<file path="src/rtl/hmlv_pkg.sv">
`timescale 1ns / 1ps
// shared types, character codes and helpers for the height map line validator
// no dependencies

package hmlv_pkg;

   localparam int POINT_W          = 13;
   localparam int MAX_POINTS_DEF   = 4096;

   localparam logic [7:0] CH_NUL   = 8'd0;
   localparam logic [7:0] CH_LF    = 8'd10;
   localparam logic [7:0] CH_SPACE = 8'h20;
   localparam logic [7:0] CH_PLUS  = 8'h2b;
   localparam logic [7:0] CH_COMMA = 8'h2c;
   localparam logic [7:0] CH_MINUS = 8'h2d;
   localparam logic [7:0] CH_ZERO  = 8'h30;
   localparam logic [7:0] CH_NINE  = 8'h39;
   localparam logic [7:0] CH_UA    = 8'h41;
   localparam logic [7:0] CH_UF    = 8'h46;
   localparam logic [7:0] CH_LA    = 8'h61;
   localparam logic [7:0] CH_LF_HEX = 8'h66;
   localparam logic [7:0] CH_X     = 8'h78;

   typedef enum logic [2:0] {
      PH_FRESH  = 3'd0,
      PH_SPACES = 3'd1,
      PH_DIGITS = 3'd2,
      PH_COMMA  = 3'd3,
      PH_ZERO   = 3'd4,
      PH_HEX    = 3'd5
   } phase_type;

   typedef struct packed {
      logic               line_valid;
      logic [POINT_W-1:0] point_count;
   } line_result_type;

   function automatic logic is_digit(input logic [7:0] c);
      return (c >= CH_ZERO) && (c <= CH_NINE);
   endfunction

   function automatic logic is_hex(input logic [7:0] c);
      return is_digit(c) || ((c >= CH_LA) && (c <= CH_LF_HEX)) ||
             ((c >= CH_UA) && (c <= CH_UF));
   endfunction

   function automatic logic is_term(input logic [7:0] c);
      return (c == CH_LF) || (c == CH_NUL);
   endfunction

endpackage

</file>
<file path="src/rtl/hmlv_scan.sv">
`timescale 1ns / 1ps
// line scanner: phase, point counter, expected width and error flag
// depends on hmlv_pkg

module hmlv_scan
   import hmlv_pkg::*;
#(
   parameter int MAX_POINTS = MAX_POINTS_DEF
) (
   input  logic            clock,
   input  logic            reset,
   input  logic            step,
   input  logic [7:0]      text_byte,
   input  logic            new_map,
   output line_result_type result
);

   localparam int CNT_W = $clog2(MAX_POINTS + 1);
   localparam logic [CNT_W-1:0] CNT_MAX = CNT_W'(MAX_POINTS);

   phase_type        phase_ff, phase_in, cur_phase;
   logic [CNT_W-1:0] points_ff, points_in, cur_points;
   logic [CNT_W-1:0] expected_ff, expected_in, cur_expected;
   logic             failed_ff, failed_in, cur_failed;

   logic             cnt_full;
   logic [CNT_W-1:0] cnt_next;
   logic             term_failed;
   logic [CNT_W-1:0] term_points;
   logic             term_valid;

   // a new map restarts from reset state before this byte is handled
   always_comb begin
      cur_phase    = new_map ? PH_FRESH : phase_ff;
      cur_points   = new_map ? '0 : points_ff;
      cur_expected = new_map ? '0 : expected_ff;
      cur_failed   = new_map ? 1'b0 : failed_ff;
      cnt_full     = cur_points >= CNT_MAX;
      cnt_next     = cur_points + CNT_W'(1);
   end

   // line end: close any open point, then judge the line
   always_comb begin
      term_failed = cur_failed;
      term_points = cur_points;
      if (!cur_failed) begin
         if (cur_phase inside {PH_SPACES, PH_DIGITS, PH_HEX}) begin
            if (cnt_full) begin
               term_failed = 1'b1;
            end else begin
               term_points = cnt_next;
            end
         end else if (cur_phase inside {PH_COMMA, PH_ZERO}) begin
            term_failed = 1'b1;
         end
      end
      term_valid = !term_failed &&
                   ((cur_expected == '0) || (term_points == cur_expected));
   end

   always_comb begin
      result.line_valid  = term_valid;
      result.point_count = POINT_W'(term_points);
   end

   always_comb begin
      phase_in    = cur_phase;
      points_in   = cur_points;
      expected_in = cur_expected;
      failed_in   = cur_failed;
      if (is_term(text_byte)) begin
         phase_in  = PH_FRESH;
         points_in = '0;
         failed_in = 1'b0;
         if (term_valid && (cur_expected == '0)) begin
            expected_in = term_points;
         end
      end else if (!cur_failed) begin
         case (cur_phase)
            PH_FRESH, PH_SPACES: begin
               if (text_byte == CH_SPACE) begin
                  phase_in = PH_SPACES;
               end else if ((text_byte == CH_MINUS) || (text_byte == CH_PLUS) ||
                            is_digit(text_byte)) begin
                  phase_in = PH_DIGITS;
               end else if (text_byte == CH_COMMA) begin
                  phase_in = PH_COMMA;
               end else begin
                  failed_in = 1'b1;
               end
            end
            PH_DIGITS: begin
               if (text_byte == CH_SPACE) begin
                  phase_in = PH_FRESH;
                  if (cnt_full) begin
                     failed_in = 1'b1;
                  end else begin
                     points_in = cnt_next;
                  end
               end else if (text_byte == CH_COMMA) begin
                  phase_in = PH_COMMA;
               end else if (!is_digit(text_byte)) begin
                  failed_in = 1'b1;
               end
            end
            PH_COMMA: begin
               if (text_byte == CH_ZERO) begin
                  phase_in = PH_ZERO;
               end else begin
                  failed_in = 1'b1;
               end
            end
            PH_ZERO: begin
               if (text_byte == CH_X) begin
                  phase_in = PH_HEX;
               end else begin
                  failed_in = 1'b1;
               end
            end
            PH_HEX: begin
               if (text_byte == CH_SPACE) begin
                  phase_in = PH_FRESH;
                  if (cnt_full) begin
                     failed_in = 1'b1;
                  end else begin
                     points_in = cnt_next;
                  end
               end else if (!is_hex(text_byte)) begin
                  failed_in = 1'b1;
               end
            end
            default: begin
               phase_in  = PH_FRESH;
               failed_in = 1'b1;
            end
         endcase
      end
   end

   always_ff @(posedge clock) begin
      if (reset) begin
         phase_ff    <= PH_FRESH;
         points_ff   <= '0;
         expected_ff <= '0;
         failed_ff   <= 1'b0;
      end else if (step) begin
         phase_ff    <= phase_in;
         points_ff   <= points_in;
         expected_ff <= expected_in;
         failed_ff   <= failed_in;
      end
   end

endmodule

</file>
<file path="config.mk">
export PLATFORM = sky130hd
export DESIGN_NAME = hmlv_scan
export DESIGN_NICKNAME = d
export VERILOG_FILES = /design/src/rtl/hmlv_pkg.sv /design/src/rtl/hmlv_scan.sv
export SDC_FILE = /design/constraint.sdc
export NUM_CORES = 1
export LEC_CHECK = 0
export ABC_AREA = 1
export BUFFER_PORTS_ARGS = -buffer_cell sky130_fd_sc_hd__buf_2
export CAP_MARGIN = 20
export CORE_MARGIN = 5
export CORE_UTILIZATION = 30
export CTS_CLUSTER_DIAMETER = 60
export DETAILED_ROUTE_END_ITERATION = 8
export PLACE_DENSITY = 0.49
export REMOVE_ABC_BUFFERS = 1
export SKIP_LAST_GASP = 1
export SYNTH_ARGS = -nofsm -noshare
export SYNTH_HDL_FRONTEND = slang
export SYNTH_SLANG_ARGS = --single-unit
</file>
<file path="constraint.sdc">
create_clock -name clock -period 1.7 [get_ports clock]
set_input_delay 0 -clock clock [delete_from_list [all_inputs] [get_ports clock]]
set_output_delay 0 -clock clock [all_outputs]
set_load 0.005 [all_outputs]
</file>
# Word level (Yosys, flattened, before mapping)
# Cells that the tools add are included.
# W data, S select, Z words.
[op_classes]
addsub = 1
n_mux = 40
n_reduce_logical = 19
n_eq_ne = 13
order_cmp = 7
[ops]
columns = ["operator", "n"]
rows = [
  ["$mux W13", 11],
  ["$eq A8 B6 Y1 const B", 5],
  ["$mux W3", 10],
  ["$mux W1", 17],
  ["$ge A8 B7 Y1 const B", 2],
  ["$le A8 B7 Y1 const B", 2],
  ["$pmux W3 S5", 1],
  ["$add A13 B1 Y13 const B", 1],
  ["$eq A13 B13 Y1", 1],
  ["$ge A13 B13 Y1 const B", 1],
  ["$logic_not A13 Y1", 1],
  ["$eq A8 B4 Y1 const B", 1],
  ["$eq A8 B7 Y1 const B", 1],
  ["$ge A8 B6 Y1 const B", 1],
  ["$le A8 B6 Y1 const B", 1],
  ["$logic_not A8 Y1", 1],
  ["$eq A3 B2 Y1 const B", 2],
  ["$eq A3 B3 Y1 const B", 2],
  ["$logic_or A1 B1 Y1", 6],
  ["$logic_and A1 B1 Y1", 5],
  ["$pmux W1 S5", 1],
  ["$reduce_or A2 Y1", 2],
  ["$eq A3 B1 Y1 const B", 1],
  ["$logic_not A3 Y1", 1],
  ["3 further kinds", 3],
]
[totals]
output_inout_bits = 14
register_bits = 30
in_bits = 12
word_cells = 84

# Depth between registers and ports, before layout
[depth]
word_depth = 11
depth_mapped = 19
ltp_nobuf = 17

# Worst setup path before layout
# Ideal clock, no wire load.
[synth_timing]
path_kind = "flip-flop to output port"
start = "reg points_ff[1]"
end = "out result[13] in the netlist's numbering"
n_path_buf = 1
t_required_ns = 1.700
slack_ns = -0.079
path_stages_with_launch = 19
arrival_time_ns = 1.779
path_cell_list = "dfxtp_1 -> inv_1 -> nor2_1 -> ha_1 -> nand2_1 -> nor2_4 -> nand2_1 -> nand2_1 -> nand2_1 -> nand2_1 -> nand2_2 -> nand2_1 -> nand2_1 -> nor2_1 -> nand2_1 -> nor2_1 -> nand3_1 -> nand2_1 -> buf_4"
[synth_lines]
columns = ["element", "line_no", "rtl"]
rows = [
  ["start: declaration", "hmlv_scan.sv:22", "logic [CNT_W-1:0] points_ff, points_in, cur_points;"],
  ["start signal: assignment", "hmlv_scan.sv:148", "points_ff <= points_in;"],
  ["end: declaration", "hmlv_scan.sv:15", "output line_result_type result"],
]

==> flow_summary.yaml <==
clock_tree:
  cts_inserted_buffers: 5
  clockRootBuffer: "clkbuf_8"
  htree_levels: 2
  clockBufferDepth: 2
  clkLatencyLatePin_ns: 0.29
  cts_tree: "done"
  clk_pin_slew_worst_paths_ns: 0.07
  cts_sinks: 30
drt:
  viasPerCell: 4.84
  ant_nets: 0
  wl_per_cell_microns: 13.1
  totalWireLength_microns: 11000
  drtPass1Iterations: 4
  route.detailed.drc: 0
  drt-initial-drc-count: 244
  vias: 4036
finish:
  antenna_cells: 0
  final_core_util: 0.471
  mostFrequentLayoutCells: "nand2_1 (152), buf_4 (127), nand3_1 (55)"
  area_growth_pct: 55.4
  drive_above_1_share: 0.400
  final_common_cell: "nand2_1"
  fin_nets: 710
status:
  violations: "setup timing"
  status: "finished with violations"
timing:
  rsz0062_at_grt: "true"
  clock_skew_ns: 0.00558
  relSlewSlack: 0.628
  finalCriticalPeriod_ns: 2.17
  layout_setup_ws_ns: -0.468
  finalSetupViolations: 35
  tightest_slew_ns: 0.558
  final_max_slew_viol_count: 0
  max_freq_mhz: 461
  holdWs_ns: 0.206
  final_hold_viol_count: 0
  post-route-period-util: 1.28
power_and_ir_drop:
  power_frac_seq: 0.399
  p_sw_mw: 0.529
  pwr_density_cell_nw_per_um2: 374
  comb_power_share: 0.195
  cellInternalPower_mw: 1.26
  sw_frac_of_total: 0.296
  power_frac_clock: 0.407
  ir_worst_vdd_mv: 0.206
  leakage_nw: 2.39
yosys:
  synth_seq_area_share: 0.196
  synth_top_flop_cell: "dfxtp_1"
  syn_avg_cell_area_sq_um: 5.66
  yosysUniqueCellTypes: 37
  ys_ff_latch: 30
  syn_area_sq_um: 3070
  postSynthCellCount: 543
  synthArstFlopShare: 0
  synth_warnings: 0
  synth-edff-count: 0
placement:
  place_ws_ns: -0.251
  globalplace.congestion: 0.836
  place.detailed.hpwl_microns: 7970
  io_buffers: 25
critical_path:
  crit_path_start_kind: "flip-flop"
  critPathRequiredTime_ns: 1.70
  slowest_stage: "dfxtp_2"
  cp_slowest_stage_delay_ns: 0.34
  cp-end-kind: "output pin"
  crit_family: "simple AND/OR/NAND/NOR gates"
  cp_common_cell: "nand2_1"
  crit_path_max_fanout: 5
  path_buf_inv: 2
  setup.worst_path.class: "flip-flop to output pin"
  cp.arrival_ns: 2.17
  crit_chain: "inv_2 -> nor2_4 -> ha_4 -> nand2_4 -> nor2_4 -> nand2_1 -> nand2_1 -> nand2_2 -> nand2_2 -> nand2_2 -> nand2_1 -> nand2_1 -> nor2_1 -> nand2_1 -> nor2_2 -> nand3_1 -> nand2_1 -> buf_2"
grt:
  grt-ovfl-total: 0
  grt_max_degree: 40
  grt_pass1_wl_microns: 17700
  grt_pass1_vias: 3834
  antenna_found_initial: 0
  grt_use_total: 0.172
floorplanning:
  start_util: 0.303
  rows: 37
  die-area_sq_um: 12400
  fp.dieH_microns: 111
  core_region_area_sq_um: 10100
  pin_count: 26
  die_w_microns: 111
flow_run:
  max-cap-violations: 0
min_path:
  hp-class: "input port to flip-flop"
through the flow:
stage	instances	power [mW]	setup TNS, ns	instance area (sq um)
finish	834	1.79	-5.48	4770
global route	834	1.86	-10.46	4770
CTS	825	1.79	-3.71	4500
detailed placement	799	1.04	-2.85	4110
global placement	799	1.03	-1.87	4110
floorplan	522	0.874	0	2910
worst register-to-register path, delay by kind of cell (launching register included):
kind                   cells  cell delay, ns
AND/OR/NAND/NOR            7            0.58
flip-flops                 1            0.36
buffers and inverters      5            0.59
AO/OA/AOI/OAI              3            0.33
registers in the layout, indices dropped and copies added (netlist names):
name and count:
failed_ff 1, expected_ff 13, points_ff 13, phase_ff 3
power groups by stage:
| stage | clock (mW) | sequential [mW] | combinational, mW |
|---|---|---|---|
| floorplan | 0 | 0.730 | 0.144 |
| global placement | 0 | 0.730 | 0.303 |
| detailed placement | 0 | 0.730 | 0.306 |
| CTS | 0.743 | 0.714 | 0.328 |
| global route | 0.766 | 0.713 | 0.381 |
| finish | 0.726 | 0.712 | 0.347 |
layout make-up:
cell class / count / area (sq um)
fillers: 1036 / 5370
multi-input cells: 423 / 2310
repair buffers: 168 / 1300
flip-flops and latches: 30 / 616
inverters: 69 / 274
well taps: 136 / 170
clock buffers: 8 / 110
cells by family after synthesis:
| logic type | share of synthesized area |
|---|---|
| AOI/OAI and AO/OA | 0.152 |
| xor gates and xnor gates | 0.00285 |
| adders and majority gates | 0.00407 |
| buffers and inverters | 0.141 |
| DFF | 0.196 |
| and+or+nand+nor | 0.505 |
repair_timing:
action,in CTS,in global routing
endpoints found under the hold margin,1,0
cloned,1,1
pin swaps,23,35
hold buffers,1,0
endpoints found under the setup margin,39,40
resized for setup,53,53
setup buffers,16,9
path summary, 6_finish.rpt:
check / cells past startpoint / startpoint / endpoint / slack, ns
setup reg to reg: 15 / phase_ff[0] / expected_ff[4] / -0.23
setup / recovery: 18 / points_ff[1] / result[13] / -0.47
hold / removal: 6 / text_byte[6] / failed_ff / 0.21
hold reg to reg: 2 / expected_ff[3] / expected_ff[3] / 0.46
metal layers:
| layer | routed length (microns) | global-route usage | share of wire |
|---|---|---|---|
| met5 | 0 | 0 | 0 |
| met2 | 5190 | 0.292 | 0.47 |
| met4 | 237 | 0.0535 | 0.022 |
| met3 | 355 | 0.0267 | 0.032 |
| met1 | 5180 | 0.222 | 0.47 |
synth_stat cells, types with 6 or more instances:
cell type,n,area (sq um)
nand4_1,13,81.3
o21ai_0,18,90.1
nand2_1,167,627
inv_1,63,236
a21oi_1,46,230
clkbuf_1,7,26.3
nor2_2,10,62.6
o21ai_1,9,45.0
buf_6,6,67.6
nand2_2,11,68.8
o211ai_1,9,67.6
nand3_1,63,315
nor2_1,45,169
nor3_1,9,45.0
dfxtp_1,30,601
(Power assumes the default switching activity.)
